`src/rtl/yce_pkg.sv`:
```
`timescale 1ns / 1ps
`default_nettype none
package yce_pkg;

   typedef enum logic [2:0] {
      MODE_RED,
      MODE_GREEN,
      MODE_BLUE,
      MODE_U,
      MODE_V,
      MODE_U_DIV_V,
      MODE_V_DIV_U,
      MODE_RADIUS
   } mode_type;

   typedef enum logic {
      CSR_MODE,
      CSR_CONTRAST
   } csr_index_type;

   localparam logic [15:0] CONTRAST_RESET = 16'd256;
   localparam logic [7:0]  PIX_MAX        = 8'd255;

   localparam int unsigned CHROMA_SHIFT = 13;
   localparam int unsigned RECIP_SHIFT  = 16;

   localparam logic [14:0] DIV_RED_V   = 15'd7185;
   localparam logic [14:0] DIV_GREEN_U = 15'd20687;
   localparam logic [14:0] DIV_GREEN_V = 15'd14100;
   localparam logic [14:0] DIV_BLUE_U  = 15'd4037;

   localparam logic [17:0] RECIP_RED_V   = 18'((1 << (CHROMA_SHIFT + RECIP_SHIFT)) / 7185);
   localparam logic [17:0] RECIP_GREEN_U = 18'((1 << (CHROMA_SHIFT + RECIP_SHIFT)) / 20687);
   localparam logic [17:0] RECIP_GREEN_V = 18'((1 << (CHROMA_SHIFT + RECIP_SHIFT)) / 14100);
   localparam logic [17:0] RECIP_BLUE_U  = 18'((1 << (CHROMA_SHIFT + RECIP_SHIFT)) / 4037);

   function automatic logic [8:0] fix_quot(input logic [8:0] q0, input logic [7:0] mag,
                                           input logic [14:0] dvsr);
      logic [23:0] num;
      logic [23:0] prod;
      logic [23:0] rem;
      num  = 24'(mag) << CHROMA_SHIFT;
      prod = 24'(q0) * 24'(dvsr);
      rem  = num - prod;
      fix_quot = (rem >= 24'(dvsr)) ? q0 + 9'd1 : q0;
   endfunction

   function automatic logic [7:0] clamp_pix(input logic signed [11:0] x);
      if (x < 12'sd0) begin
         clamp_pix = 8'd0;
      end else if (x > 12'sd255) begin
         clamp_pix = PIX_MAX;
      end else begin
         clamp_pix = x[7:0];
      end
   endfunction

endpackage
`default_nettype wire

```
`src/rtl/yce_linear.sv`:
```
`timescale 1ns / 1ps
`default_nettype none
module yce_linear import yce_pkg::*; (
   input  logic       clock,
   input  logic       enable,
   input  logic [7:0] luma,
   input  logic [7:0] chroma_u,
   input  logic [7:0] chroma_v,
   input  mode_type   mode,
   input  logic [15:0] contrast,
   output logic [7:0] pixel
);

   logic signed [8:0]  du;
   logic signed [8:0]  dv;
   logic [7:0]         mag_u;
   logic [7:0]         mag_v;
   logic signed [8:0]  view_d;
   logic signed [25:0] view_prod_in;
   logic [8:0]         qrv0_in, qgu0_in, qgv0_in, qbu0_in;

   logic [7:0]         luma1_ff;
   mode_type           mode1_ff;
   logic               neg_u1_ff, neg_v1_ff;
   logic [7:0]         mag_u1_ff, mag_v1_ff;
   logic [8:0]         qrv0_ff, qgu0_ff, qgv0_ff, qbu0_ff;
   logic signed [25:0] view_prod_ff;

   logic signed [26:0] view_n;
   logic [7:0]         view_in;

   logic [7:0]         luma2_ff;
   mode_type           mode2_ff;
   logic               neg_u2_ff, neg_v2_ff;
   logic [8:0]         qrv_ff, qgu_ff, qgv_ff, qbu_ff;
   logic [7:0]         view_ff;

   logic signed [11:0] t_red, t_gu, t_gv, t_blue, y_s;
   logic [7:0]         pix3_in;
   logic [7:0]         pix3_ff, pix4_ff, pix5_ff;

   always_comb begin
      du     = {~chroma_u[7], ~chroma_u[7], chroma_u[6:0]};
      dv     = {~chroma_v[7], ~chroma_v[7], chroma_v[6:0]};
      mag_u  = du[8] ? 8'(-du) : 8'(du);
      mag_v  = dv[8] ? 8'(-dv) : 8'(dv);
      view_d = (mode == MODE_V) ? dv : du;
      view_prod_in = 26'(view_d) * 26'($signed({1'b0, contrast}));
      qrv0_in = 9'((26'(mag_v) * 26'(RECIP_RED_V)) >> RECIP_SHIFT);
      qgu0_in = 9'((26'(mag_u) * 26'(RECIP_GREEN_U)) >> RECIP_SHIFT);
      qgv0_in = 9'((26'(mag_v) * 26'(RECIP_GREEN_V)) >> RECIP_SHIFT);
      qbu0_in = 9'((26'(mag_u) * 26'(RECIP_BLUE_U)) >> RECIP_SHIFT);
   end

   always_ff @(posedge clock) begin
      if (enable) begin
         luma1_ff     <= luma;
         mode1_ff     <= mode;
         neg_u1_ff    <= du[8];
         neg_v1_ff    <= dv[8];
         mag_u1_ff    <= mag_u;
         mag_v1_ff    <= mag_v;
         qrv0_ff      <= qrv0_in;
         qgu0_ff      <= qgu0_in;
         qgv0_ff      <= qgv0_in;
         qbu0_ff      <= qbu0_in;
         view_prod_ff <= view_prod_in;
      end
   end

   always_comb begin
      view_n = 27'(view_prod_ff) + 27'sd32768;
      if (view_n <= 27'sd0) begin
         view_in = 8'd0;
      end else if (view_n[25:16] != 10'd0) begin
         view_in = PIX_MAX;
      end else begin
         view_in = view_n[15:8];
      end
   end

   always_ff @(posedge clock) begin
      if (enable) begin
         luma2_ff  <= luma1_ff;
         mode2_ff  <= mode1_ff;
         neg_u2_ff <= neg_u1_ff;
         neg_v2_ff <= neg_v1_ff;
         qrv_ff    <= fix_quot(qrv0_ff, mag_v1_ff, DIV_RED_V);
         qgu_ff    <= fix_quot(qgu0_ff, mag_u1_ff, DIV_GREEN_U);
         qgv_ff    <= fix_quot(qgv0_ff, mag_v1_ff, DIV_GREEN_V);
         qbu_ff    <= fix_quot(qbu0_ff, mag_u1_ff, DIV_BLUE_U);
         view_ff   <= view_in;
      end
   end

   always_comb begin
      y_s    = $signed({4'b0, luma2_ff});
      t_red  = neg_v2_ff ? -$signed({3'b0, qrv_ff}) : $signed({3'b0, qrv_ff});
      t_gu   = neg_u2_ff ? -$signed({3'b0, qgu_ff}) : $signed({3'b0, qgu_ff});
      t_gv   = neg_v2_ff ? -$signed({3'b0, qgv_ff}) : $signed({3'b0, qgv_ff});
      t_blue = neg_u2_ff ? -$signed({3'b0, qbu_ff}) : $signed({3'b0, qbu_ff});
      case (mode2_ff) inside
         MODE_RED:       pix3_in = clamp_pix(y_s + t_red);
         MODE_GREEN:     pix3_in = clamp_pix(y_s - (t_gu + t_gv));
         MODE_BLUE:      pix3_in = clamp_pix(y_s + t_blue);
         MODE_U, MODE_V: pix3_in = view_ff;
         default:        pix3_in = 8'd0;
      endcase
   end

   always_ff @(posedge clock) begin
      if (enable) begin
         pix3_ff <= pix3_in;
         pix4_ff <= pix3_ff;
         pix5_ff <= pix4_ff;
      end
   end

   assign pixel = pix5_ff;

endmodule
`default_nettype wire

```
`src/rtl/yce_ratio.sv`:
```
`timescale 1ns / 1ps
`default_nettype none
module yce_ratio import yce_pkg::*; (
   input  logic        clock,
   input  logic        enable,
   input  logic [7:0]  chroma_u,
   input  logic [7:0]  chroma_v,
   input  mode_type    mode,
   input  logic [15:0] contrast,
   output logic [7:0]  pixel
);

   localparam int unsigned STEP_STAGES = 4;
   localparam int unsigned BITS_PER_STAGE = 2;

   logic [7:0]  num;
   logic [7:0]  den;
   logic [23:0] dividend_ff;
   logic [7:0]  den_ff;

   logic [23:0] rem_in   [STEP_STAGES];
   logic [7:0]  quot_in  [STEP_STAGES];
   logic [7:0]  den_in   [STEP_STAGES];
   logic        sat_in   [STEP_STAGES];
   logic [23:0] rem_ff   [STEP_STAGES];
   logic [7:0]  quot_ff  [STEP_STAGES];
   logic [7:0]  dpipe_ff [STEP_STAGES];
   logic        sat_ff   [STEP_STAGES];

   always_comb begin
      num = (mode == MODE_V_DIV_U) ? chroma_v : chroma_u;
      den = (mode == MODE_V_DIV_U) ? chroma_u : chroma_v;
   end

   always_ff @(posedge clock) begin
      if (enable) begin
         dividend_ff <= 24'(contrast) * 24'(num);
         den_ff      <= den;
      end
   end

   // A quotient of 256 or more, and a zero divisor, both saturate.
   always_comb begin
      logic [23:0] rem_v;
      logic [7:0]  quot_v;
      logic [7:0]  den_v;
      logic        sat_v;
      for (int s = 0; s < STEP_STAGES; s++) begin
         if (s == 0) begin
            rem_v  = dividend_ff;
            quot_v = 8'd0;
            den_v  = den_ff;
            sat_v  = (dividend_ff[23:16] >= den_ff);
         end else begin
            rem_v  = rem_ff[s-1];
            quot_v = quot_ff[s-1];
            den_v  = dpipe_ff[s-1];
            sat_v  = sat_ff[s-1];
         end
         for (int j = 0; j < BITS_PER_STAGE; j++) begin
            if (rem_v >= (24'(den_v) << (15 - BITS_PER_STAGE * s - j))) begin
               rem_v = rem_v - (24'(den_v) << (15 - BITS_PER_STAGE * s - j));
               quot_v[7 - BITS_PER_STAGE * s - j] = 1'b1;
            end
         end
         rem_in[s]  = rem_v;
         quot_in[s] = quot_v;
         den_in[s]  = den_v;
         sat_in[s]  = sat_v;
      end
   end

   always_ff @(posedge clock) begin
      if (enable) begin
         for (int s = 0; s < STEP_STAGES; s++) begin
            rem_ff[s]   <= rem_in[s];
            quot_ff[s]  <= quot_in[s];
            dpipe_ff[s] <= den_in[s];
            sat_ff[s]   <= sat_in[s];
         end
      end
   end

   assign pixel = sat_ff[STEP_STAGES-1] ? PIX_MAX : quot_ff[STEP_STAGES-1];

endmodule
`default_nettype wire

```
`src/rtl/yce_radius.sv`:
```
`timescale 1ns / 1ps
`default_nettype none
module yce_radius import yce_pkg::*; (
   input  logic        clock,
   input  logic        enable,
   input  logic [7:0]  chroma_u,
   input  logic [7:0]  chroma_v,
   input  logic [15:0] contrast,
   output logic [7:0]  pixel
);

   localparam int unsigned STEP_STAGES = 3;
   localparam int unsigned STEPS_PER_STAGE = 3;

   logic signed [8:0]  du;
   logic signed [8:0]  dv;
   logic signed [17:0] sq_u;
   logic signed [17:0] sq_v;
   logic [17:0]        rad_in;

   logic [17:0] rad_ff;
   logic [15:0] cst_ff;

   logic [11:0] rem_in   [STEP_STAGES];
   logic [8:0]  root_in  [STEP_STAGES];
   logic [17:0] rad_p_in [STEP_STAGES];
   logic [15:0] cst_in   [STEP_STAGES];
   logic [11:0] rem_ff   [STEP_STAGES];
   logic [8:0]  root_ff  [STEP_STAGES];
   logic [17:0] rad_p_ff [STEP_STAGES];
   logic [15:0] cst_p_ff [STEP_STAGES];

   logic [24:0] scaled;
   logic [7:0]  pix_in;
   logic [7:0]  pix_ff;

   always_comb begin
      du     = {~chroma_u[7], ~chroma_u[7], chroma_u[6:0]};
      dv     = {~chroma_v[7], ~chroma_v[7], chroma_v[6:0]};
      sq_u   = du * du;
      sq_v   = dv * dv;
      rad_in = {(sq_u[15:0] + sq_v[15:0]), 2'b00};
   end

   always_ff @(posedge clock) begin
      if (enable) begin
         rad_ff <= rad_in;
         cst_ff <= contrast;
      end
   end

   always_comb begin
      logic [11:0] rem_v;
      logic [8:0]  root_v;
      logic [17:0] rad_v;
      logic [15:0] cst_v;
      for (int s = 0; s < STEP_STAGES; s++) begin
         if (s == 0) begin
            rem_v  = 12'd0;
            root_v = 9'd0;
            rad_v  = rad_ff;
            cst_v  = cst_ff;
         end else begin
            rem_v  = rem_ff[s-1];
            root_v = root_ff[s-1];
            rad_v  = rad_p_ff[s-1];
            cst_v  = cst_p_ff[s-1];
         end
         for (int j = 0; j < STEPS_PER_STAGE; j++) begin
            rem_v = {rem_v[9:0],
                     rad_v[2 * (8 - STEPS_PER_STAGE * s - j) +: 2]};
            if (rem_v >= {1'b0, root_v, 2'b01}) begin
               rem_v  = rem_v - {1'b0, root_v, 2'b01};
               root_v = {root_v[7:0], 1'b1};
            end else begin
               root_v = {root_v[7:0], 1'b0};
            end
         end
         rem_in[s]   = rem_v;
         root_in[s]  = root_v;
         rad_p_in[s] = rad_v;
         cst_in[s]   = cst_v;
      end
   end

   always_ff @(posedge clock) begin
      if (enable) begin
         for (int s = 0; s < STEP_STAGES; s++) begin
            rem_ff[s]   <= rem_in[s];
            root_ff[s]  <= root_in[s];
            rad_p_ff[s] <= rad_p_in[s];
            cst_p_ff[s] <= cst_in[s];
         end
      end
   end

   always_comb begin
      scaled = 25'(cst_p_ff[STEP_STAGES-1]) * 25'(root_ff[STEP_STAGES-1]);
      pix_in = scaled[24] ? PIX_MAX : scaled[23:16];
   end

   always_ff @(posedge clock) begin
      if (enable) begin
         pix_ff <= pix_in;
      end
   end

   assign pixel = pix_ff;

endmodule
`default_nettype wire

```
`src/rtl/yuv_channel_extract_unit.sv`:
```
`timescale 1ns / 1ps
`default_nettype none
// Per-pixel channel extractor for upsampled YUV video.
// The req channel takes one beat per pixel: luma and the chroma pair that covers it.
// The rsp channel returns one 8-bit pixel per request beat, in order.
// The csr port writes the mode register (index 0) and the 8.8 contrast register
// (index 1); write them only while no beat is in flight.
// Modes 0 to 2 rebuild red, green or blue; 3 and 4 give scaled U or V; 5 and 6
// give U/V or V/U times contrast; 7 gives the chroma radius times contrast.
// Throughput is one beat per cycle when the response is not stalled; the four
// ratio divider stages retire two quotient bits a cycle and the three square
// root stages retire three root bits.
// When the receiver stalls with a response held, the whole pipeline freezes and
// req_ready drops; nothing is lost or repeated.
// Reset clears all valid bits, sets mode to red and contrast to 1.0.
module yuv_channel_extract_unit import yce_pkg::*; (
   input  logic        clock,
   input  logic        reset,
   input  logic        req_valid,
   output logic        req_ready,
   input  logic [7:0]  req_luma,
   input  logic [7:0]  req_chroma_u,
   input  logic [7:0]  req_chroma_v,
   output logic        rsp_valid,
   input  logic        rsp_ready,
   output logic [7:0]  rsp_pixel,
   input  logic        csr_write_en,
   input  logic [0:0]  csr_index,
   input  logic [15:0] csr_wdata
);

   localparam int unsigned STAGES = 6;

   mode_type    mode_ff;
   logic [15:0] contrast_ff;

   logic              advance;
   logic [STAGES-1:0] vld_ff;
   logic [STAGES-1:0] vld_in;
   logic              rsp_valid_ff;
   logic [7:0]        rsp_pixel_ff;
   logic [7:0]        pixel_in;

   logic [7:0]  luma0_ff, chroma_u0_ff, chroma_v0_ff;
   logic [15:0] contrast0_ff;
   mode_type    mode_pipe_ff [STAGES];

   logic [7:0] lin_pixel, ratio_pixel, radius_pixel;

   assign advance   = !rsp_valid_ff || rsp_ready;
   assign req_ready = advance;
   assign vld_in    = {vld_ff[STAGES-2:0], req_valid};

   always_ff @(posedge clock) begin
      if (reset) begin
         mode_ff      <= MODE_RED;
         contrast_ff  <= CONTRAST_RESET;
         vld_ff       <= '0;
         rsp_valid_ff <= 1'b0;
      end else begin
         if (csr_write_en) begin
            unique case (csr_index_type'(csr_index))
               CSR_MODE:     mode_ff     <= mode_type'(csr_wdata[2:0]);
               CSR_CONTRAST: contrast_ff <= csr_wdata;
               default:      mode_ff     <= mode_ff;
            endcase
         end
         if (advance) begin
            vld_ff       <= vld_in;
            rsp_valid_ff <= vld_ff[STAGES-1];
         end
      end
   end

   always_ff @(posedge clock) begin
      if (advance) begin
         luma0_ff        <= req_luma;
         chroma_u0_ff    <= req_chroma_u;
         chroma_v0_ff    <= req_chroma_v;
         contrast0_ff    <= contrast_ff;
         mode_pipe_ff[0] <= mode_ff;
         for (int k = 1; k < STAGES; k++) begin
            mode_pipe_ff[k] <= mode_pipe_ff[k-1];
         end
         rsp_pixel_ff    <= pixel_in;
      end
   end

   yce_linear u_linear (
      .clock    (clock),
      .enable   (advance),
      .luma     (luma0_ff),
      .chroma_u (chroma_u0_ff),
      .chroma_v (chroma_v0_ff),
      .mode     (mode_pipe_ff[0]),
      .contrast (contrast0_ff),
      .pixel    (lin_pixel)
   );

   yce_ratio u_ratio (
      .clock    (clock),
      .enable   (advance),
      .chroma_u (chroma_u0_ff),
      .chroma_v (chroma_v0_ff),
      .mode     (mode_pipe_ff[0]),
      .contrast (contrast0_ff),
      .pixel    (ratio_pixel)
   );

   yce_radius u_radius (
      .clock    (clock),
      .enable   (advance),
      .chroma_u (chroma_u0_ff),
      .chroma_v (chroma_v0_ff),
      .contrast (contrast0_ff),
      .pixel    (radius_pixel)
   );

   always_comb begin
      case (mode_pipe_ff[STAGES-1]) inside
         MODE_RED, MODE_GREEN, MODE_BLUE, MODE_U, MODE_V: pixel_in = lin_pixel;
         MODE_U_DIV_V, MODE_V_DIV_U:                      pixel_in = ratio_pixel;
         default:                                         pixel_in = radius_pixel;
      endcase
   end

   assign rsp_valid = rsp_valid_ff;
   assign rsp_pixel = rsp_pixel_ff;

   a_stall_freezes: assert property (@(posedge clock) disable iff (reset)
      !advance |=> $stable(vld_ff))
      else $error("pipeline valid bits moved during a stall");

   a_valid_reaches_output: assert property (@(posedge clock) disable iff (reset)
      advance |=> rsp_valid == $past(vld_ff[STAGES-1]))
      else $error("last stage valid bit not carried to the response");

   a_contrast_write: assert property (@(posedge clock) disable iff (reset)
      csr_write_en && csr_index == CSR_CONTRAST |=> contrast_ff == $past(csr_wdata))
      else $error("contrast register write lost");

   a_mode_write: assert property (@(posedge clock) disable iff (reset)
      csr_write_en && csr_index == CSR_MODE |=> mode_ff == $past(csr_wdata[2:0]))
      else $error("mode register write lost");

endmodule
`default_nettype wire
```
`config.mk`:
```
export PLATFORM = sky130hd
export DESIGN_NAME = yuv_channel_extract_unit
export DESIGN_NICKNAME = d
export VERILOG_FILES = /design/src/rtl/yce_pkg.sv /design/src/rtl/yce_linear.sv /design/src/rtl/yce_ratio.sv /design/src/rtl/yce_radius.sv /design/src/rtl/yuv_channel_extract_unit.sv
export SDC_FILE = /design/constraint.sdc
export NUM_CORES = 2
export LEC_CHECK = 0
export ABC_AREA = 1
export CELL_PAD_IN_SITES_DETAIL_PLACEMENT = 1
export CELL_PAD_IN_SITES_GLOBAL_PLACEMENT = 1
export CORE_MARGIN = 2
export CORE_UTILIZATION = 45
export CTS_CLUSTER_SIZE = 20
export DETAILED_ROUTE_END_ITERATION = 7
export DONT_BUFFER_PORTS = 1
export PLACE_DENSITY_LB_ADDON = 0.08
export SETUP_SLACK_MARGIN = 0.15
export SLEW_MARGIN = 0
export SYNTH_ARGS = -nofsm -noshare
export SYNTH_HDL_FRONTEND = slang
export SYNTH_SLANG_ARGS = --single-unit
export TNS_END_PERCENT = 10
```
`constraint.sdc`:
```
create_clock -name clock -period 16 [get_ports clock]
set_clock_uncertainty 0.15 [all_clocks]
set_input_delay 0.8 -clock clock [delete_from_list [all_inputs] [get_ports clock]]
set_output_delay 0.8 -clock clock [all_outputs]
set_load 0.02 [all_outputs]
```
== Word level (Yosys, flattened, before mapping) ==
Memories as Yosys holds them, arrays and structs flattened.
Index checks and enable logic that the tools add are counted.
Widths: inputs -> output; s select.

* Flip-flop bits (word level): 314
* RAM bits: 347
* Input port bits: 46
* Output and inout bits: 10
* Logic and storage cells: 215
* Memories kept: 9

{| class="wikitable"
|+ Memory list
! memory !! words !! bits a word !! read ports !! clocked after Yosys merged registers in !! write ports !! line !! text
|-
| u_ratio.rem_ff || 4 || 24 || 3 || 0 || 4 || yce_ratio.sv:25 || <nowiki>logic [23:0] rem_ff [STEP_STAGES];</nowiki>
|-
| u_radius.rad_p_ff || 3 || 18 || 2 || 0 || 3 || yce_radius.sv:30 || <nowiki>logic [17:0] rad_p_ff [STEP_STAGES];</nowiki>
|-
| u_radius.cst_p_ff || 3 || 16 || 3 || 0 || 3 || yce_radius.sv:31 || <nowiki>logic [15:0] cst_p_ff [STEP_STAGES];</nowiki>
|-
| u_radius.rem_ff || 3 || 12 || 2 || 0 || 3 || yce_radius.sv:28 || <nowiki>logic [11:0] rem_ff [STEP_STAGES];</nowiki>
|-
| u_ratio.dpipe_ff || 4 || 8 || 3 || 0 || 4 || yce_ratio.sv:27 || <nowiki>logic [7:0] dpipe_ff [STEP_STAGES];</nowiki>
|-
| u_ratio.quot_ff || 4 || 8 || 4 || 0 || 4 || yce_ratio.sv:26 || <nowiki>logic [7:0] quot_ff [STEP_STAGES];</nowiki>
|-
| +3 memories || - || - || - || - || - || - ||
|}

* Add/sub/neg operators: 37
* Multipliers: 13
* Magnitude comparators: 29
* Eq/ne operators: 12
* Mux-type cells: 63
* Bitwise logic cells: 3
* Reductions and logical operators: 10

{| class="wikitable"
|+ Operators with widths
! kind !! number
|-
| $mux 24 || 8
|-
| $mux 8 || 19
|-
| $mux 12 || 7
|-
| $ge 12x11->1 || 6
|-
| $mux 10 || 6
|-
| $sub 10x10->10 || 4
|-
| $gt 12x9->1 const B || 3
|-
| $lt 12x1->1 const B || 3
|-
| $neg 9->12 || 3
|-
| $mul 8x8->16 || 2
|-
| $add 26x17->27 const B || 1
|-
| $le 27x1->1 const B || 1
|-
| $mux 9 || 3
|-
| $mul 9x17->26 || 1
|-
| $mul 16x9->25 || 1
|-
| $mul 8x17->25 const B || 1
|-
| $mul 8x18->25 const B || 1
|-
| $add 9x12->12 || 2
|-
| $ge 24x12->1 const B || 1
|-
| $ge 24x13->1 const B || 1
|-
| $ge 24x14->1 const B || 1
|-
| $ge 24x15->1 const B || 1
|-
| $ge 24x16->1 || 1
|-
| $ge 24x17->1 || 1
|-
| other kinds (54) || 89
|}

== Depth between registers and ports, before layout ==
* Depth in word-level cells: 9
* Mapped depth: 35
* Depth with buffers taken out: 35

== Modules after synthesis ==
A second synthesis with hierarchy kept.

* Cell total of the unflattened synthesis: 7307
* Area, all modules: 63114.3 um^2

{| class="wikitable"
|+ By module, submodules not included
! module !! instances !! cells an instance !! area an instance (um^2) !! seq. area each (um^2)
|-
| yce_linear || 1 || 3671 || 30317.8 || 5044.8
|-
| yce_radius || 1 || 1786 || 15959.1 || 4204.0
|-
| yce_ratio || 1 || 1604 || 13614.3 || 4564.4
|-
| yuv_channel_extract_unit || 1 || 246 || 3223.1 || 2502.4
|}

== Least setup slack after synthesis ==
Ideal clock, no wire load.

* Path type: in2reg
* Start point: input port rsp_ready
* End point: register chroma_u0_ff[0] (enable)
* Library setup time: 0.877 ns
* Arrival time: 11.115 ns
* Data required time: 14.973 ns
* Path slack: 3.857 ns
* Stages: 2
* Path buffers: 0
* Path through: nor2_1 inv_1

* Word-level cells in the longest chain between the ends: 1

{| class="wikitable"
|+ RTL lines
! element !! line !! text
|-
| start, declared || yuv_channel_extract_unit.sv:25 || <nowiki>input logic rsp_ready,</nowiki>
|-
| $logic_or 1x1->1 || yuv_channel_extract_unit.sv:50 || <nowiki>assign advance = !rsp_valid_ff || rsp_ready;</nowiki>
|-
| via req_ready || yuv_channel_extract_unit.sv:20 || <nowiki>output logic req_ready,</nowiki>
|-
| end signal, assigned || yuv_channel_extract_unit.sv:78 || <nowiki>chroma_u0_ff <= req_chroma_u;</nowiki>
|-
| end, declared || yuv_channel_extract_unit.sv:44 || <nowiki>logic [7:0] luma0_ff, chroma_u0_ff, chroma_v0_ff;</nowiki>
|}

The timed path passes the listed nets, and every way through them passes these cells.
A chain may end at the register's enable or synchronous reset.

== Worst setup path after layout ==
* Start point: register chroma_v0_ff[7]
* End point: register u_linear.view_prod_ff[25] (data pin)

* Word-level cells in the longest chain between the ends: 3

{| class="wikitable"
|+ RTL lines
! element !! line !! text
|-
| start, declared || yuv_channel_extract_unit.sv:44 ||
|-
| start signal, assigned || yuv_channel_extract_unit.sv:79 || <nowiki>chroma_v0_ff <= req_chroma_v;</nowiki>
|-
| $not 1->1 || yce_linear.sv:44 || <nowiki>dv = {~chroma_v[7], ~chroma_v[7], chroma_v[6:0]};</nowiki>
|-
| via u_linear.dv[7] || yce_linear.sv:15 || <nowiki>logic signed [8:0] dv;</nowiki>
|-
| $mux 9 || yce_linear.sv:47 || <nowiki>view_d = (mode == MODE_V) ? dv : du;</nowiki>
|-
| $mul 9x17->26 || yce_linear.sv:48 || <nowiki>view_prod_in = 26'(view_d) * 26'($signed({1'b0, contrast}));</nowiki>
|-
| via u_linear.view_prod_in[25] || yce_linear.sv:19 || <nowiki>logic signed [25:0] view_prod_in;</nowiki>
|-
| end signal, assigned || yce_linear.sv:67 || <nowiki>view_prod_ff <= view_prod_in;</nowiki>
|-
| end, declared || yce_linear.sv:27 || <nowiki>logic signed [25:0] view_prod_ff;</nowiki>
|}

The timed path passes the listed nets, and every way through them passes these cells.

==> impl_metrics.yaml <==
yosys:
  sequential_fraction_of_the_synthesis_area_pct: 26.2
  post_synthesis_net_count: 8509
  yosys-top-cells-area: "sky130_fd_sc_hd__edfxtp_1 25%, sky130_fd_sc_hd__fa_1 19%, sky130_fd_sc_hd__ha_1 17%"
  synth_instances: 7045
  asr_flop_ratio_synth_pct: 0
  total_of_flip_flops_plus_latches_after_synthesis: 546
  number_of_flops_mapped_to_enable_cells_by_yosys: 520
  synth_area_mm2: 0.0617
  syn_avg_cell_area_um2: 8.75
  yosys_warnings: 0
  netlist-cell-type-count: 75
  yosys.area.top_type_share_pct: 25.3
  synth.largest_area_cell: "sky130_fd_sc_hd__edfxtp_1"
  ys.flop_type: "sky130_fd_sc_hd__edfxtp_1"
worst_setup_path:
  timing.rr.start: "chroma_v0_ff[7]$_DFFE_PP_"
  timing.rr.end: "u_linear.view_prod_ff[25]$_DFFE_PP_"
  regToRegSetupSlack_ps: 8470
  critPathMaxFanout: 29
  crit_path_start_kind: "flop"
  critical_path.n_buffers_inverters: 5
  reg2reg_depth: 25
  timing.critical_path.required_ps: 16270
  setup.worst_path.class: "reg -> reg"
  critical-path-max-stage-delay_ps: 710
  critPathArrivalTime_ps: 7790
  crit_family: "adder cells"
  timing.critical_path.slowest_stage_cell: "sky130_fd_sc_hd__edfxtp_1"
  endpoint_kind: "flop"
grt:
  grtUsageTotal_pct: 24.1
  grt_max_degree: 163
  antenna_found_initial: 13
  wire_length_of_the_first_global_routing_pass_um: 268000
  global_route.overflow_total: 0
  first_global_vias: 49800
place:
  post-place-cells: 8748
  post_dp_cell_area_mm2: 0.0637
  place.port_buffers: 0
  dpl.hpwl_um: 138000
  gp_congestion: 0.869
timing:
  setup_violations: 0
  drv_slew: 0
  slew_headroom_pct: 30.3
  hold_viol: 0
  unrepaired_setup_endpoints_after_global_routing: "no"
  max_clock_freq_mhz: 133
  worstMarginPinSlew_ps: 1040
  worst_hold_slack_ps: 78.9
  fin_setup_tns_ps: 0
  timing.final.crit_period_ps: 7530
  period_share_pct: 47.1
cells_and_area:
  finish.cell_count_without_fillers: 8874
  layout.nets: 8502
  syn2layout_area_growth_pct: 7.02
  filler_cell_count: 16000
  layout-drive-gt1-share_pct: 3.36
  final_area_mm2: 0.0660
  commonest_cells_after_routing_fill_and_taps_aside: "1389 x sky130_fd_sc_hd__inv_1, 1389 x sky130_fd_sc_hd__nand2_1, 820 x sky130_fd_sc_hd__ha_1"
clock_tree:
  clock-root-buffer: "sky130_fd_sc_hd__clkbuf_16"
  post_cts_clock_slew_at_the_launch_and_capture_registers_of_the_worst_setup_and_hold_paths_ps: 60
  max-clock-path-buffers: 3
  clock-sinks: 546
  clock_latency_ps: 690
  postCtsHoldBufs: 1
  cts_tree: "yes"
  cts_max_level: 3
  cts.repair.resized: 0
  number_of_clock_buffers_inserted_by_tritoncts: 68
  cts_setup_buffers: 0
job:
  maxcap_viol_count: 0
floorplan:
  die-area_mm2: 0.140
  chipWidth_um: 374
  die_h_um: 374
  floorplan.initialDensity_pct: 45.4
  top_level_ports: 56
  num_rows: 135
  coreArea_mm2: 0.136
run_status:
  status: "complete, no violations"
routing:
  routedWlPerCell_um: 18.7
  viasPerCell: 5.21
  detail-route-antenna-nets: 0
  drt-pass1-iter-count: 7
  wl_um: 166000
  detailedRoute.firstIterationViolations: 2243
  dr_total_vias: 46200
  drt_drc_violations_left: 0
worst_hold_path:
  hold_path_class: "in -> reg"
  min_delay_path_depth: 0
  worstHoldStart: "req_chroma_u[0]"
  whs_endpoint: "chroma_u0_ff[0]$_DFFE_PP_"
-- worst max-delay path by stage --
stage                                   start                                  end  depth (start not counted)
global route        chroma_v0_ff[7]$_DFFE_PP_  u_linear.view_prod_ff[23]$_DFFE_PP_                         25
detailed placement  chroma_v0_ff[7]$_DFFE_PP_  u_linear.view_prod_ff[25]$_DFFE_PP_                         25
global placement    chroma_v0_ff[7]$_DFFE_PP_  u_linear.view_prod_ff[25]$_DFFE_PP_                         25
floorplan                           rsp_ready            chroma_u0_ff[0]$_DFFE_PP_                          2
finish              chroma_v0_ff[7]$_DFFE_PP_  u_linear.view_prod_ff[25]$_DFFE_PP_                         25
CTS                 chroma_v0_ff[7]$_DFFE_PP_  u_linear.view_prod_ff[25]$_DFFE_PP_                         25
-- registers in the layout (all words and copies together) (netlist names), 14 cells and up --
name	cells
u_linear.view_prod_ff	26
u_ratio.dpipe_ff	24
u_ratio.dividend_ff	24
mode_pipe_ff	15
u_radius.rem_ff	20
u_radius.rad_ff	16
u_radius.root_ff	18
u_radius.cst_p_ff	48
u_ratio.rem_ff	72
u_ratio.quot_ff	20
u_radius.rad_p_ff	14
u_radius.cst_ff	16
contrast_ff	16
contrast0_ff	16
-- cells in the mapped netlist (4+ instances only) --
cell and count:
sky130_fd_sc_hd__a211oi_1 13, sky130_fd_sc_hd__a21boi_0 6, sky130_fd_sc_hd__a21o_1 18, sky130_fd_sc_hd__a21oi_1 346, sky130_fd_sc_hd__a31oi_1 24, sky130_fd_sc_hd__and3_1 4, sky130_fd_sc_hd__buf_1 7, sky130_fd_sc_hd__clkbuf_1 98
sky130_fd_sc_hd__clkinv_1 5, sky130_fd_sc_hd__dfxtp_1 26, sky130_fd_sc_hd__edfxtp_1 520, sky130_fd_sc_hd__fa_1 598, sky130_fd_sc_hd__ha_1 820, sky130_fd_sc_hd__inv_1 1390, sky130_fd_sc_hd__inv_2 12, sky130_fd_sc_hd__nand2_1 1389
sky130_fd_sc_hd__nand2_2 15, sky130_fd_sc_hd__nand3_1 244, sky130_fd_sc_hd__nand3_2 11, sky130_fd_sc_hd__nand3b_1 24, sky130_fd_sc_hd__nand4_1 74, sky130_fd_sc_hd__nor2_1 533, sky130_fd_sc_hd__nor2_2 10, sky130_fd_sc_hd__nor2_4 5
sky130_fd_sc_hd__nor3_1 75, sky130_fd_sc_hd__nor3b_1 6, sky130_fd_sc_hd__nor4_1 22, sky130_fd_sc_hd__o2111ai_1 5, sky130_fd_sc_hd__o211ai_1 20, sky130_fd_sc_hd__o21a_1 13, sky130_fd_sc_hd__o21ai_0 249, sky130_fd_sc_hd__o21ai_1 19
sky130_fd_sc_hd__o21ai_2 4, sky130_fd_sc_hd__o21bai_1 25, sky130_fd_sc_hd__o31ai_1 18, sky130_fd_sc_hd__or2_2 21, sky130_fd_sc_hd__xnor2_1 103, sky130_fd_sc_hd__xor2_1 217
-- cells by family after synthesis --
family / share of synthesized area [%]
buf+inv: 9.30
xor+xnor: 4.62
simple gates: 16.8
flops: 26.2
fa+ha+maj: 36.0
mux: 0.0183
compound gates: 7.09
-- layer usage --
| metal | wire (µm) | track usage, % | vias to the layer above |
|---|---|---|---|
| met1 | 78000 | 33.3 | 22800 |
| met2 | 78200 | 40.4 | 637 |
| met5 | 47 | 0 | - |
| met3 | 6100 | 2.90 | 170 |
| li1 | - | - | 22600 |
| met4 | 3470 | 5.65 | 8 |
-- worst reg2reg max path, delay by kind of cell, from the launching register on --
family / cells / cell delay [ps]
XOR/XNOR: 1 / 110
AO/OA/AOI/OAI: 5 / 1430
buffers and inverters: 5 / 1090
AND/OR/NAND/NOR: 8 / 820
adder cells (fa/ha/maj): 6 / 2980
flip-flops: 1 / 710
-- cell type report --
cell class | instances | area [µm²] | area share [%]
Clock inverter | 38 | 445 | 0.675
Sequential cell | 546 | 16100 | 24.4
Timing Repair Buffer | 35 | 278 | 0.421
Inverter | 1408 | 5290 | 8.02
Multi-Input combinational cell | 4979 | 39800 | 60.3
Clock buffer | 86 | 1810 | 2.74
Tap cell | 1781 | 2230 | 3.38
Antenna cell | 1 | 2.50 | 0.00379
-- per-stage QoR --
stage	util [%]	setup WS (ps)
floorplan	-	3860
global placement	46.9	8600
detailed placement	46.9	8420
CTS	48.6	8440
global route	48.6	7870
finish	48.6	8470
Power is left out: the tool's default activity adds up to more than one toggle a clock period on the data nets, which glitch-free logic cannot reach.
